`src/rtl/core/gscm_pkg.sv`:
```
// shared types and constants for the grid segment cell marker
package gscm_pkg;

  localparam int ACC_W = 68;
  localparam int OPB_W = 34;
  localparam int REM_W = 37;
  localparam int ALU_W = 38;
  localparam int ITER_W = 7;

  localparam logic [1:0] OP_MUL  = 2'd0;
  localparam logic [1:0] OP_DIV  = 2'd1;
  localparam logic [1:0] OP_SQRT = 2'd2;

  localparam logic [ITER_W-1:0] ITER_MUL   = 7'd34;
  localparam logic [ITER_W-1:0] ITER_SQRT  = 7'd34;
  localparam logic [ITER_W-1:0] ITER_LOC   = 7'd33;
  localparam logic [ITER_W-1:0] ITER_ALONG = 7'd68;

  // ceil(2^35 / 10): floor(x / 10) = (x * STEP_RECIP) >> 35 for x below 2^32
  localparam logic [OPB_W-1:0] STEP_RECIP = 34'h0_CCCC_CCCD;

  localparam logic [1:0] MODE_MARK  = 2'd0;
  localparam logic [1:0] MODE_WRITE = 2'd1;
  localparam logic [1:0] MODE_READ  = 2'd2;

  localparam logic [1:0] REG_GRID_MIN_X  = 2'd0;
  localparam logic [1:0] REG_GRID_MIN_Y  = 2'd1;
  localparam logic [1:0] REG_CELL_SIZE_X = 2'd2;
  localparam logic [1:0] REG_CELL_SIZE_Y = 2'd3;

  localparam logic [1:0] STATUS_INTERSECTING = 2'd1;

  typedef struct packed {
    logic              go;
    logic [1:0]        op;
    logic [ITER_W-1:0] nbits;
  } arith_req_t;

endpackage

```
`src/rtl/core/gscm_arith.sv`:
```
// shared iterative multiply, divide and square root unit
module gscm_arith (
  input  logic                                clk,
  input  logic                                rst_n,
  input  gscm_pkg::arith_req_t                req,
  input  logic [gscm_pkg::ACC_W-1:0]          opa,
  input  logic [gscm_pkg::OPB_W-1:0]          opb,
  output logic                                busy,
  output logic                                done,
  output logic [gscm_pkg::ACC_W-1:0]          res
);

  logic                              run_r;
  logic                              done_r;
  logic [gscm_pkg::ITER_W-1:0]       cnt_r;
  logic [1:0]                        op_r;
  logic [gscm_pkg::ACC_W-1:0]        acc_r;
  logic [gscm_pkg::REM_W-1:0]        rem_r;
  logic [gscm_pkg::OPB_W-1:0]        root_r;
  logic [gscm_pkg::OPB_W-1:0]        opb_r;

  logic [gscm_pkg::REM_W-1:0]        alu_a;
  logic [gscm_pkg::REM_W-1:0]        alu_b;
  logic                              alu_sub;
  logic [gscm_pkg::ALU_W-1:0]        alu_res;
  logic                              borrow;

  always_comb begin
    alu_a   = '0;
    alu_b   = '0;
    alu_sub = 1'b0;
    case (op_r)
      gscm_pkg::OP_MUL: begin
        alu_a = {3'b000, acc_r[67:34]};
        alu_b = acc_r[0] ? {3'b000, opb_r} : '0;
      end
      gscm_pkg::OP_DIV: begin
        alu_a   = {rem_r[35:0], acc_r[67]};
        alu_b   = {3'b000, opb_r};
        alu_sub = 1'b1;
      end
      gscm_pkg::OP_SQRT: begin
        alu_a   = {rem_r[34:0], acc_r[67:66]};
        alu_b   = {1'b0, root_r, 2'b01};
        alu_sub = 1'b1;
      end
      default: begin
        alu_a = '0;
      end
    endcase
    alu_res = {1'b0, alu_a} + ({1'b0, alu_b} ^ {gscm_pkg::ALU_W{alu_sub}})
              + gscm_pkg::ALU_W'(alu_sub);
    borrow  = alu_res[37];
  end

  always_ff @(posedge clk) begin
    if (!rst_n) begin
      run_r  <= 1'b0;
      done_r <= 1'b0;
      cnt_r  <= '0;
      op_r   <= gscm_pkg::OP_MUL;
    end else begin
      done_r <= 1'b0;
      if (req.go) begin
        run_r  <= 1'b1;
        cnt_r  <= req.nbits;
        op_r   <= req.op;
        acc_r  <= opa;
        opb_r  <= opb;
        rem_r  <= '0;
        root_r <= '0;
      end else if (run_r) begin
        cnt_r <= cnt_r - 7'd1;
        if (cnt_r == 7'd1) begin
          run_r  <= 1'b0;
          done_r <= 1'b1;
        end
        case (op_r)
          gscm_pkg::OP_MUL: begin
            acc_r <= {alu_res[34:0], acc_r[33:1]};
          end
          gscm_pkg::OP_DIV: begin
            rem_r <= borrow ? alu_a : alu_res[36:0];
            acc_r <= {acc_r[66:0], ~borrow};
          end
          gscm_pkg::OP_SQRT: begin
            rem_r  <= borrow ? alu_a : alu_res[36:0];
            root_r <= {root_r[32:0], ~borrow};
            acc_r  <= {acc_r[65:0], 2'b00};
          end
          default: begin
            acc_r <= acc_r;
          end
        endcase
      end
    end
  end

  assign busy = run_r;
  assign done = done_r;
  assign res  = (op_r == gscm_pkg::OP_SQRT) ? {34'b0, root_r} : acc_r;

endmodule

```
`config.mk`:
```
export PLATFORM = sky130hd
export DESIGN_NAME = gscm_arith
export DESIGN_NICKNAME = d
export VERILOG_FILES = /design/src/rtl/core/gscm_pkg.sv /design/src/rtl/core/gscm_arith.sv
export SDC_FILE = /design/constraint.sdc
export NUM_CORES = 1
export LEC_CHECK = 0
export BUFFER_PORTS_ARGS = -buffer_cell sky130_fd_sc_hd__buf_4
export CAP_MARGIN = 20
export CORE_UTILIZATION = 58
export CTS_CLUSTER_SIZE = 10
export DETAILED_ROUTE_END_ITERATION = 12
export PLACE_DENSITY = 0.81
export SYNTH_ARGS = -nofsm -noshare
export SYNTH_HDL_FRONTEND = slang
export SYNTH_SLANG_ARGS = --single-unit
```
`constraint.sdc`:
```
create_clock -name clk -period 9.35 [get_ports clk]
set_clock_uncertainty 0.1 [all_clocks]
set_input_delay 0.4675 -clock clk [delete_from_list [all_inputs] [get_ports clk]]
set_output_delay 0.4675 -clock clk [all_outputs]
set_load 0.05 [all_outputs]
```
### Word-level counts from Yosys, hierarchy flattened

Index checks and enable logic that the tools add are counted.

* add/sub/neg operators: 3
* equal/unequal tests: 3
* mux-type cells: 19
* bitwise logic cells: 4
* reduce and logical (&&, ||, !) cells: 11

Operator list (number)
* $mux W68: 3
* $pmux W68 S3: 1
* $pmux W37 S3: 1
* $mux W36: 3
* $pmux W36 S3: 1
* $mux W34: 3
* $add A37 B38 Y38: 1
* $add A38 B1 Y38: 1
* $xor A37 B38 Y38: 1
* $mux W7: 2
* $reduce_and A3 Y1: 3
* $eq A7 B1 Y1 const B: 1
* $sub A7 B1 Y7 const B: 1
* $reduce_bool A2 Y1: 3
* $mux W1: 5
* $reduce_bool A4 Y1: 1
* $not A1 Y1: 3
* $reduce_or A3 Y1: 1
* $eq A2 B1 Y1 const B: 1
* $eq A2 B2 Y1 const B: 1
* $logic_not A2 Y1: 1
* $reduce_and A2 Y1: 1
* $reduce_or A2 Y1: 1

* register bits: 183
* logic and storage cells: 48

### Logic depth before layout (Yosys ltp)

Gate-level depths: netlist of run 1.

* depth in word-level cells: 10
* mapped depth: 21
* depth with buffers taken out: 17

### Least setup slack after synthesis of run 1

OpenSTA, ideal clock, no wires.

* path type: register to register
* start: reg op_r[0]
* end: reg acc_r[0] (netlist name), enable pin
* setup time: 599 ps
* arrival time: 6521 ps
* path slack: 2131 ps
* cell stages (with the launch flop): 8
* clock period less this slack: 7219 ps
* cells stage by stage: dfxtp_1 inv_1 ha_1 clkbuf_1 clkbuf_1 clkbuf_1 o31ai_1 a21boi_0

* word-level cells in the longest chain between the ends: 3

Ends and longest elaborated chain
* start, declared: RTL line gscm_arith.sv:16 `logic [1:0] op_r;`
* start signal, assigned: RTL line gscm_arith.sv:61 `op_r <= gscm_pkg::OP_MUL;`
* start signal, assigned: RTL line gscm_arith.sv:67 `op_r <= req.op;`
* $eq A2 B2 Y1 (tied with other cells): RTL line gscm_arith.sv:78 `case (op_r)`
* $reduce_bool A4 Y1 (no line) (*)
* $reduce_and A3 Y1 (no line) (*)
* end signal, assigned: RTL line gscm_arith.sv:80 `acc_r <= {alu_res[34:0], acc_r[33:1]};`
* end signal, assigned: RTL line gscm_arith.sv:84 `acc_r <= {acc_r[66:0], ~borrow};`
* end signal, assigned: RTL line gscm_arith.sv:89 `acc_r <= {acc_r[65:0], 2'b00};`
* end, declared: RTL line gscm_arith.sv:17 `logic [gscm_pkg::ACC_W-1:0] acc_r;`

Mark *: on every way between the ends. The rest lies on a longest branch, timed or not.
A chain may end at the register's enable or synchronous reset.

### Worst setup path after layout of run 1

* start: reg op_r[0]
* end: reg rem_r[4] (netlist name) (data pin)

* word-level cells in the longest chain between the ends: 9

Ends and longest elaborated chain
* $eq A2 B2 Y1 or $eq A2 B1 Y1 (tied branches): RTL line gscm_arith.sv:32, gscm_arith.sv:78
* $reduce_or A2 Y1 (no line)
* $mux W1: RTL line gscm_arith.sv:32 `case (op_r)`
* $xor A37 B38 Y38: RTL line gscm_arith.sv:51 `alu_res = {1'b0, alu_a} + ({1'b0, alu_b} ^ {gscm_pkg::ALU_W{alu_sub}})`
* $add A37 B38 Y38: RTL line gscm_arith.sv:51
* $add A38 B1 Y38: RTL line gscm_arith.sv:52 `+ gscm_pkg::ALU_W'(alu_sub);`
* $mux W36 (*): RTL line gscm_arith.sv:83, gscm_arith.sv:87
* $mux W36 (*)
* $mux W36 (*): RTL line gscm_arith.sv:72 `end else if (run_r) begin`
* end signal, assigned: RTL line gscm_arith.sv:83 `rem_r <= borrow ? alu_a : alu_res[36:0];`
* end signal, assigned: RTL line gscm_arith.sv:87 `rem_r <= borrow ? alu_a : alu_res[36:0];`
* end, declared: RTL line gscm_arith.sv:18 `logic [gscm_pkg::REM_W-1:0] rem_r;`

Mark *: on every way between the ends. The rest lies on a longest branch, timed or not. The select of a mux whose other input is x is not followed.

==> flow_metrics.env, run 1 <==
export IMPL_status="finished, final reports clean"
export IMPL_r2r_end="rem_r[4]"
export IMPL_cts_inserted_buffers=17
export IMPL_grt_pass1_vias=10426
export IMPL_cp_required_ps=9520
export IMPL_grt_ovfl_total=0
export IMPL_grt_util_all_layers=0.335
export IMPL_setup_worst_path_start="op_r[0]"
export IMPL_synth_ff_type="edfxtp_1"
export IMPL_critPathMaxStageDelay_ps=870
export IMPL_cts_sinks=183
export IMPL_fin_cells=1710
export IMPL_drive_gt1_frac=0.176
export IMPL_p_int_mw=1.83
export IMPL_dr_pass1_iters=8
export IMPL_yosysWarnings=0
export IMPL_arrival_ps=6540
export IMPL_initial_core_util=0.601
export IMPL_ios=184
export IMPL_fin_tns_setup_ps=0
export IMPL_rrSetupSlack_ps=2980
export IMPL_sw_frac_of_total=0.398
export IMPL_p_per_area_mw_per_mm2=211
export IMPL_power_frac_clock=0.238
export IMPL_io_buffer_count=183
export IMPL_final_util=0.701
export IMPL_finalSetupViolCount=0
export IMPL_fin_crit_ps=6370
export IMPL_endpoint="rem_r[4]"
export IMPL_worstReg2RegStart="op_r[0]"
export IMPL_crit_type="flop to flop"
export IMPL_dieWidth_um=148
export IMPL_synth_seq_area_share=0.438
export IMPL_drc=0
export IMPL_wl_per_cell_um=21.3
export IMPL_worstSetupEndpointType="flop"
export IMPL_slowest_stage="mux2i_4"
export IMPL_cp_depth=19
export IMPL_syn_inst=1320
export IMPL_start_kind="flop"
export IMPL_syn_avg_cell_area_um2=9.32
export IMPL_gp_congestion=0.964
export IMPL_synth_cell_area_mm2=0.0123
export IMPL_leakagePower_nw=5.48
export IMPL_holdCritStartpoint="opb[15]"
export IMPL_total_power_mw=3.04
export IMPL_crit_family="compound AO/OA/AOI/OAI gates"
export IMPL_path_buf_inv=3
export IMPL_cts_hold_buf=0
export IMPL_core_area_mm2=0.0205
export IMPL_drv_cap=0
export IMPL_pre_cts_slack_ps=3160
export IMPL_clkTransAtPathRegs_ps=80
export IMPL_clkLatencyLatePin_ps=440
export IMPL_p_comb_frac=0.407
export IMPL_drt_iter0_markers=1381
export IMPL_synth_edff_count=172
export IMPL_p_sw_mw=1.21
export IMPL_finalWirelength_um=36400
export IMPL_grt_max_degree=134
export IMPL_reg2reg_depth=19
export IMPL_slew_viol_final=0
export IMPL_ys_types=64
export IMPL_layout_common_cells="buf_4 (196), edfxtp_1 (172), nand2_1 (145)"
export IMPL_dp_cells=1677
export IMPL_hold_path_class="input port to flop"
export IMPL_ir_worst_vdd_mv=0.126
export IMPL_cts_setup_buffers=0
export IMPL_place_hpwl_um=25400
export IMPL_seqPwrFrac=0.355
export IMPL_max_freq_mhz=157
export IMPL_cts_path_max_buffers=2
export IMPL_hold_viol_final=0
export IMPL_setup_ws_ps=2980
export IMPL_area_delta_synth_final_pct=16.7
export IMPL_die_h_um=148
export IMPL_cts_tree="yes"
export IMPL_max_slew_margin=0.385
export IMPL_avgViaCountPerCell=6.53
export IMPL_yosys_register_bits=183
export IMPL_diodes=0
export IMPL_antenna_found_initial=0
export IMPL_root_buffer="clkbuf_16"
export IMPL_drtAntennaViolNets=0
export IMPL_ctsResizeCount=0
export IMPL_vias=11174
export IMPL_layout_commonest_cell="buf_4"
export IMPL_worstMarginPinSlew_ps=904
export IMPL_num_rows=52
export IMPL_syn_nets=1476
export IMPL_critical_path_max_fanout=37
export IMPL_grt_first_pass_wirelength_um=56700
export IMPL_grt_setup_unrepaired="false"
export IMPL_fin_crit_sh=0.681
export IMPL_cp_cell_sequence="inv_1 > ha_2 > a21o_1 > buf_4 > nand2_1 > a21oi_1 > xnor2_1 > ha_1 > nand2_1 > o21ai_1 > nor2_1 > nor3_1 > o21ai_0 > o21a_2 > o41ai_2 > mux2i_4 > buf_4 > nand2_1 > a21oi_1"
export IMPL_htree_levels=4
export IMPL_fp_dieArea_mm2=0.0218
export IMPL_fillers=1599
export IMPL_nNetsFinal=1583
export IMPL_ys_async_sr_fraction=0
export IMPL_cpMostUsedCell="nand2_1"
layer usage:
layer	share of wire	GRT usage	wire, um	vias up
met5	0	0	0	-
met4	0.041	0.152	1510	0
met3	0.091	0.0488	3330	74
met2	0.45	0.517	16400	666
met1	0.42	0.470	15100	5280
li1	-	-	-	5154
how the worst min path moves through the flow:
stage                       to  slack [ps]  depth (start not counted)
floorplan                 done         420                          2
CTS                  opb_r[15]          90                          1
global placement    root_r[23]         440                          1
finish               opb_r[15]         100                          1
global route         opb_r[14]          80                          1
detailed placement        done         450                          2
power by group through the flow:
stage / clock network, mW / registers [mW] / logic [mW]
2_1_floorplan: 0 / 1.07 / 0.892
3_3_place_gp: 0 / 1.09 / 1.19
3_5_place_dp: 0 / 1.09 / 1.21
4_1_cts: 0.725 / 1.08 / 1.21
5_1_grt: 0.754 / 1.09 / 1.33
6_report: 0.722 / 1.08 / 1.23
sequential cells by signal, summed over array words and instances, names as in the netlist:
| name | count |
|---|---|
| acc_r | 68 |
| root_r | 34 |
| done | 1 |
| opb_r | 34 |
| cnt_r | 7 |
| busy | 1 |
| rem_r | 36 |
| op_r | 2 |
worst reg2reg max path: cells and delay by family (launching register included):
family          cells  cell delay [ps]
fa+ha+maj           2             1220
xor+xnor            1              110
mux                 1              870
flops               1              350
buf+inv             3              950
simple gates        5              720
compound gates      7             1910
layout make-up:
cell class | count | area, um2 | area share
Clock inverter | 14 | 158 | 0.0110
Clock buffer | 18 | 429 | 0.0299
Inverter | 52 | 195 | 0.0136
Timing Repair Buffer | 198 | 1500 | 0.105
Tap cell | 270 | 338 | 0.0235
Sequential cell | 183 | 5390 | 0.375
Multi-Input combinational cell | 975 | 6350 | 0.442
cell families (layout without fill, tap and decap cells):
group,after synthesis,in the layout,share of synthesized area
DFF,183,183,0.438
muxes,7,7,0.00640
buffers and inverters,162,282,0.0510
and+or+nand+nor,417,417,0.164
adders and majority gates,42,42,0.0433
AOI/OAI and AO/OA,442,442,0.250
xor gates and xnor gates,67,67,0.0477
stage by stage:
| stage | hold WS, ps | cell area [um2] |
|---|---|---|
| 6_report | 98.6 | 14400 |
| 5_1_grt | 82.9 | 14400 |
| 4_1_cts | 87.5 | 14300 |
| 3_5_place_dp | 447 | 13800 |
| 3_3_place_gp | 445 | 13800 |
| 2_1_floorplan | 423 | 12300 |
Yosys cell counts (5+ instances only):
cell | instances | share of area
edfxtp_1 | 172 | 0.42
nand2_1 | 145 | 0.044
nor2_1 | 101 | 0.031
clkbuf_1 | 97 | 0.030
o21ai_0 | 96 | 0.039
a21oi_1 | 88 | 0.036
nor2b_1 | 78 | 0.040
a221oi_1 | 66 | 0.047
o31ai_1 | 59 | 0.036
inv_1 | 50 | 0.015
xnor2_1 | 50 | 0.036
ha_1 | 41 | 0.042
a222oi_1 | 34 | 0.028
o21a_1 | 33 | 0.020
nand3b_1 | 26 | 0.016
xor2_1 | 17 | 0.012
nand3_1 | 12 | 0.0049
a21o_1 | 11 | 0.0067
and2_1 | 11 | 0.0056
dfxtp_1 | 11 | 0.018
a211oi_1 | 9 | 0.0055
nand4_1 | 9 | 0.0046
nor3_1 | 9 | 0.0037
buf_1 | 7 | 0.0021
o21bai_1 | 7 | 0.0043
or2_2 | 5 | 0.0025
Note: power is estimated with default switching activity, not from simulation.
==> run 2, diff against run 1 <==
--- a/config.mk
+++ b/config.mk
@@ -5,12 +5,13 @@
 export SDC_FILE = /design/constraint.sdc
 export NUM_CORES = 1
 export LEC_CHECK = 0
+export ABC_AREA = 1
 export BUFFER_PORTS_ARGS = -buffer_cell sky130_fd_sc_hd__buf_4
 export CAP_MARGIN = 20
-export CORE_UTILIZATION = 58
+export CORE_UTILIZATION = 59
 export CTS_CLUSTER_SIZE = 10
 export DETAILED_ROUTE_END_ITERATION = 12
-export PLACE_DENSITY = 0.81
+export PLACE_DENSITY = 0.82
 export SYNTH_ARGS = -nofsm -noshare
 export SYNTH_HDL_FRONTEND = slang
 export SYNTH_SLANG_ARGS = --single-unit
==> constraint.sdc (replaced) <==
create_clock -name clk -period 5.9 [get_ports clk]
set_clock_uncertainty 0.1 [all_clocks]
set_input_delay 0.295 -clock clk [delete_from_list [all_inputs] [get_ports clk]]
set_output_delay 0.295 -clock clk [all_outputs]
set_load 0.05 [all_outputs]
==> run 2 against run 1 <==
The run now ends with hold timing left. Via count up 15%. Sequential share of layout area down 2.4 points. Area after synthesis up 4.3%. Largest cell class unchanged.
==> flow_metrics.env, run 2 <==
export IMPL_diodes=0
export IMPL_drt_iter0_markers=1341
export IMPL_drtAntennaViolNets=0
export IMPL_yosys_register_bits=183
export IMPL_clkTransAtPathRegs_ps=80
export IMPL_place_hpwl_um=28900
export IMPL_grtUsageMet2=0.607
export IMPL_core_area_mm2=0.0212
export IMPL_ys_types=47
export IMPL_setup_ws_ps=1060
export IMPL_synth_cell_area_mm2=0.0128
export IMPL_slew_viol_final=0
export IMPL_worstSetupEndpointType="flop"
export IMPL_violations="hold timing"
export IMPL_finalSetupViolCount=0
export IMPL_num_rows=53
export IMPL_status="finished, violations left"
export IMPL_max_slew_margin=0.368
export IMPL_cts_sinks=183
export IMPL_fin_crit_ps=4840
export IMPL_grt_pass1_vias=12211
export IMPL_drive_gt1_frac=0.138
export IMPL_grt_first_pass_wirelength_um=64500
export IMPL_yosysMostFrequentCell="nand2_1"
export IMPL_syn_inst=1726
export IMPL_synth_ff_type="edfxtp_1"
export IMPL_worstMarginPinSlew_ps=945
export IMPL_cts_path_max_buffers=2
export IMPL_pre_cts_slack_ps=1210
export IMPL_max_freq_mhz=207
export IMPL_cpMostUsedCell="nand2_1"
export IMPL_top_usage_layer="met2"
export IMPL_grt_use_met1=0.506
export IMPL_syn_nets=1882
export IMPL_syn_avg_cell_area_um2=7.44
export IMPL_finalWirelength_um=41300
export IMPL_layout_commonest_cell="nand2_1"
export IMPL_nNetsFinal=2050
export IMPL_start_kind="flop"
export IMPL_grt_ovfl_total=0
export IMPL_cts_hold_buf=35
export IMPL_layout_common_cells="nand2_1 (476), nor2_1 (267), buf_4 (201)"
export IMPL_critical_path_max_fanout=38
export IMPL_antenna_found_initial=0
export IMPL_hold_slack_ps=-1.99
export IMPL_fin_crit_sh=0.821
export IMPL_gr_usage_met3=0.0470
export IMPL_ctsResizeCount=0
export IMPL_grt_util_all_layers=0.374
export IMPL_io_buffer_count=183
export IMPL_hold_path_class="input port to flop"
export IMPL_wl_per_cell_um=18.9
export IMPL_dieWidth_um=150
export IMPL_ys_async_sr_fraction=0
export IMPL_htree_levels=4
export IMPL_path_buf_inv=4
export IMPL_dr_pass1_iters=6
export IMPL_largest_reg_flops=68
export IMPL_fillers=1712
export IMPL_area_delta_synth_final_pct=19.4
export IMPL_leakagePower_nw=6.92
export IMPL_drc=0
export IMPL_regMostFlops="acc_r"
export IMPL_p_per_area_mw_per_mm2=339
export IMPL_arrival_ps=4950
export IMPL_cts_inserted_buffers=17
export IMPL_rrSetupSlack_ps=1060
export IMPL_initial_core_util=0.607
export IMPL_slowest_stage="nand2_1"
export IMPL_cp_required_ps=6010
export IMPL_gp_congestion=1.01
export IMPL_fp_dieArea_mm2=0.0224
export IMPL_cp_cell_sequence="inv_1 > ha_2 > nand2_1 > nand2_1 > buf_4 > nand2_1 > a21oi_1 > xor2_1 > ha_1 > nand2_1 > inv_1 > nand2_1 > nand2_1 > o21bai_1 > a21oi_1 > nand2_2 > nand2_1 > nand3_1 > nand2_2 > buf_4 > and2_0 > nor2_1"
export IMPL_cts_setup_buffers=0
export IMPL_crit_type="flop to flop"
export IMPL_root_buffer="clkbuf_16"
export IMPL_yosys_area_top_type_share=0.402
export IMPL_reg_largest_list="acc_r x68, rem_r x36"
export IMPL_synthTopCellsByCount="nand2_1 (476), nor2_1 (267), inv_1 (175)"
export IMPL_yosysWarnings=0
export IMPL_vias=12875
export IMPL_ios=184
export IMPL_cts_tree="yes"
export IMPL_grt_max_degree=84
export IMPL_die_h_um=150
export IMPL_fin_tns_setup_ps=0
export IMPL_synth_edff_count=172
export IMPL_regArea_mm2=0.00539
export IMPL_avgViaCountPerCell=5.90
export IMPL_multi_input_area_mm2=0.00642
export IMPL_critPathMaxStageDelay_ps=710
export IMPL_clkLatencyLatePin_ps=450
export IMPL_synth_seq_area_share=0.419
export IMPL_crit_family="simple AND/OR/NAND/NOR gates"
export IMPL_yosys_area_top_type="edfxtp_1"
export IMPL_drv_cap=0
export IMPL_grt_setup_unrepaired="false"
export IMPL_synth_area_leaders="edfxtp_1 (40%), nand2_1 (14%), nor2_1 (7.8%)"
export IMPL_ir_worst_vdd_mv=0.229
export IMPL_hold_viol_final=1
==> run 2: cell families (layout without fill, tap and decap cells) <==
group           count (synthesis)  in the layout  share of synthesized area
compound gates                351            351                      0.162
xor+xnor                       63             63                     0.0436
fa+ha+maj                      42             42                     0.0415
buf+inv                       270            451                     0.0827
flops                         183            183                      0.419
simple gates                  817            817                      0.251
==> run 2: path summary, 6_finish.rpt <==
kind | start | to | depth (start not counted)
max | op_r[0] | rem_r[27] | 22
min | rst_n | cnt_r[0] | 3
max reg2reg | op_r[0] | rem_r[27] | 22
min reg2reg | cnt_r[4] | cnt_r[4] | 2
==> run 2: tightest hold or removal path, cell delays in order <==
cell and delay [ps]:
buf_4 130, nand2_1 60, inv_1 40
==> run 2: area by class of cell <==
type,count,share of cell area
clock buffer,17,0.0278
multi-input combinational,1273,0.419
clock inverter,15,0.0117
tap,275,0.0224
sequential,183,0.351
inverter,181,0.0444
timing repair buffer,238,0.124
==> run 2: stage by stage <==
| stage | power, mW | cells | cell area (um2) | hold slack [ps] | utilization |
|---|---|---|---|---|---|
| floorplan | 3.29 | 1726 | 12800 | 293 | - |
| global placement | 3.89 | 2113 | 14300 | 373 | 0.678 |
| CTS | 5.14 | 2181 | 15300 | 1.30 | 0.724 |
| global route | 5.46 | 2182 | 15300 | 39.6 | 0.725 |
| detailed placement | 3.92 | 2114 | 14400 | 374 | 0.679 |
| finish | 5.20 | 2182 | 15300 | -1.99 | 0.725 |
==> run 2: where the power goes <==
part	internal, mW	total [mW]	switching (mW)
sequential	1.61	1.70	0.0931
clock	0.609	1.23	0.616
combinational	0.734	2.27	1.54
==> run 2: metal layers <==
layer / vias to the layer above / part of all wire
li1: 6074 / -
met1: 5896 / 0.40
met2: 802 / 0.47
met3: 103 / 0.098
met4: 0 / 0.035
met5: - / 0
==> run 3, diff against run 2 <==
--- a/config.mk
+++ b/config.mk
@@ -5,13 +5,13 @@
 export SDC_FILE = /design/constraint.sdc
 export NUM_CORES = 1
 export LEC_CHECK = 0
-export ABC_AREA = 1
+export ABC_AREA = 0
 export BUFFER_PORTS_ARGS = -buffer_cell sky130_fd_sc_hd__buf_4
 export CAP_MARGIN = 20
-export CORE_UTILIZATION = 59
+export CORE_UTILIZATION = 58
 export CTS_CLUSTER_SIZE = 10
 export DETAILED_ROUTE_END_ITERATION = 12
-export PLACE_DENSITY = 0.82
+export PLACE_DENSITY = 0.81
 export SYNTH_ARGS = -nofsm -noshare
 export SYNTH_HDL_FRONTEND = slang
 export SYNTH_SLANG_ARGS = --single-unit
==> constraint.sdc (replaced) <==
create_clock -name clk -period 4.73 [get_ports clk]
set_clock_uncertainty 0.1 [all_clocks]
set_input_delay 0.2365 -clock clk [delete_from_list [all_inputs] [get_ports clk]]
set_output_delay 0.2365 -clock clk [all_outputs]
set_load 0.05 [all_outputs]
==> run 3 against run 2 <==
The flow now finishes without violations. Clock power increased by 18%. Wire length fell by 6.8%. Hold slack better by 2.8 ps. Setup slack worse by 890 ps. Sequential share of layout area down 1.0 points. Global-route usage fell by 2.0 points. Flip-flop and latch count unchanged. Non-clock buffer count up 96.
==> flow_metrics.env, run 3 (same netlist as run 1, synthesis figures left out) <==
export IMPL_fin_crit_sh=0.965
export IMPL_setup_worst_path_start="op_r[1]"
export IMPL_area_delta_synth_final_pct=28.3
export IMPL_antenna_found_initial=0
export IMPL_cpMostUsedCell="a21oi_1"
export IMPL_htree_levels=4
export IMPL_grt_ovfl_total=0
export IMPL_final_util=0.770
export IMPL_p_int_mw=3.77
export IMPL_critPathMaxStageDelay_ps=550
export IMPL_hold_path_class="input port to flop"
export IMPL_cts_sinks=183
export IMPL_cp_cell_sequence="inv_1 > ha_2 > clkinv_2 > buf_12 > xnor2_2 > ha_1 > a21oi_1 > o21ai_0 > a21oi_1 > nand3_1 > o21ai_0 > o211ai_1 > a21oi_1 > a21oi_1"
export IMPL_cts_inserted_buffers=17
export IMPL_cts_tree="yes"
export IMPL_finalSetupViolCount=0
export IMPL_p_per_area_mw_per_mm2=396
export IMPL_grt_max_degree=102
export IMPL_drt_iter0_markers=1480
export IMPL_drtAntennaViolNets=0
export IMPL_grt_util_all_layers=0.354
export IMPL_sw_frac_of_total=0.396
export IMPL_status="finished, final reports clean"
export IMPL_largest_reg_flops=68
export IMPL_drv_cap=0
export IMPL_reg2reg_depth=14
export IMPL_worstReg2RegStart="op_r[1]"
export IMPL_dr_pass1_iters=6
export IMPL_rrSetupSlack_ps=170
export IMPL_leakagePower_nw=6.15
export IMPL_fin_cells=1846
export IMPL_wl_per_cell_um=20.8
export IMPL_place_hpwl_um=25300
export IMPL_diodes=0
export IMPL_ios=184
export IMPL_vias=11988
export IMPL_power_frac_clock=0.231
export IMPL_reg_largest_list="acc_r x68, rem_r x36"
export IMPL_worstMarginPinSlew_ps=1030
export IMPL_ir_worst_vdd_mv=0.269
export IMPL_cp_required_ps=4790
export IMPL_r2r_end="acc_r[60]"
export IMPL_hold_viol_final=0
export IMPL_grt_setup_unrepaired="false"
export IMPL_start_kind="flop"
export IMPL_nNetsFinal=1719
export IMPL_drc=0
export IMPL_die_h_um=148
export IMPL_p_sw_mw=2.47
export IMPL_fin_crit_ps=4560
export IMPL_grt_first_pass_wirelength_um=60400
export IMPL_num_rows=52
export IMPL_min_path_cells=3
export IMPL_clkTransAtPathRegs_ps=80
export IMPL_fp_dieArea_mm2=0.0218
export IMPL_drive_gt1_frac=0.195
export IMPL_critical_path_max_fanout=30
export IMPL_initial_core_util=0.601
export IMPL_regMostFlops="acc_r"
export IMPL_dieWidth_um=148
export IMPL_hold_end="acc_r[4]"
export IMPL_holdCritStartpoint="opa[4]"
export IMPL_slowest_stage="o21ai_0"
export IMPL_max_freq_mhz=219
export IMPL_slew_viol_final=0
export IMPL_gp_congestion=0.939
export IMPL_layout_common_cells="buf_4 (229), edfxtp_1 (172), nand2_1 (145)"
export IMPL_max_slew_margin=0.312
export IMPL_layout_commonest_cell="buf_4"
export IMPL_clkLatencyLatePin_ps=450
export IMPL_p_comb_frac=0.427
export IMPL_cts_path_max_buffers=2
export IMPL_grt_pass1_vias=11369
export IMPL_seqPwrFrac=0.341
export IMPL_crit_type="flop to flop"
export IMPL_root_buffer="clkbuf_16"
export IMPL_arrival_ps=4630
export IMPL_avgViaCountPerCell=6.49
export IMPL_finalWirelength_um=38500
export IMPL_io_buffer_count=183
export IMPL_worstSetupEndpointType="flop"
export IMPL_dp_cells=1712
export IMPL_core_area_mm2=0.0205
-- run 3: cell count changes in the layout (fill, tap and decap cells not counted), sizes merged, moves of 44 or more --
cell         delta
nor2b          +78
xnor2          +44
dlygate4sd3    +63
nor2          -169
nand2         -337
a21oi          -55
a31oi          -48
inv           -127
o31ai          +59
-- run 3: through the flow --
step / setup WS (ps) / hold WS, ps / setup TNS, ps / area [um2] / power, mW
2_1_floorplan: 16.5 / 235 / 0 / 12300 / 3.87
3_3_place_gp: 8.53 / 315 / 0 / 14100 / 4.59
3_5_place_dp: -53.7 / 316 / -62.4 / 14100 / 4.64
4_1_cts: 2.28 / 0.411 / 0 / 15700 / 6.14
5_1_grt: 7.50 / 2.06 / 0 / 15800 / 6.52
6_report: 166 / 0.794 / 0 / 15800 / 6.25
-- run 3: layout make-up --
cell class / instances / area (um2)
Sequential cell: 183 / 5390
Timing Repair Buffer: 334 / 2840
Tap cell: 270 / 338
Multi-Input combinational cell: 975 / 6440
Clock inverter: 14 / 153
Inverter: 52 / 196
Fill cell: 1381 / 4700
Clock buffer: 18 / 439
-- run 3: repair_timing --
| action | 4_1_cts | 5_1_grt |
|---|---|---|
| setup endpoints to repair | 2 | 49 |
| pin swaps | 0 | 2 |
| hold buffers | 98 | 0 |
| setup buffers | 0 | 4 |
| gates resized for setup | 3 | 18 |
| hold endpoints to repair | 98 | 0 |
-- run 3: worst max-delay path: cells and delay by family (launching register included) --
family          cells  cell delay [ps]
compound gates      7             1870
simple gates        1              260
fa+ha+maj           2              710
xor+xnor            1              300
buf+inv             3              610
flops               1              390
-- run 3: power groups by stage --
stage / logic (mW) / registers, mW / clock network, mW
CTS: 2.57 / 2.12 / 1.45
finish: 2.67 / 2.13 / 1.45
detailed placement: 2.48 / 2.16 / 0
global placement: 2.44 / 2.15 / 0
floorplan: 1.77 / 2.11 / 0
global route: 2.87 / 2.14 / 1.50
-- run 3: metal layers --
layer | routed length (um) | global-route usage | vias to the layer above
met3 | 3710 | 0.0586 | 129
li1 | - | - | 5442
met1 | 15100 | 0.469 | 5607
met4 | 1750 | 0.178 | 0
met5 | 0 | 0 | -
met2 | 17900 | 0.564 | 810
-- run 3: worst max-delay path by stage --
stage / endpoint / slack (ps) / depth (start not counted)
after detailed placement: acc_r[67] / -50 / 16
after global routing: rem_r[34] / 7 / 19
after floorplan: rem_r[29] / 20 / 19
after CTS: acc_r[67] / 2 / 17
after global placement: acc_r[67] / 9 / 18
final: acc_r[60] / 170 / 14
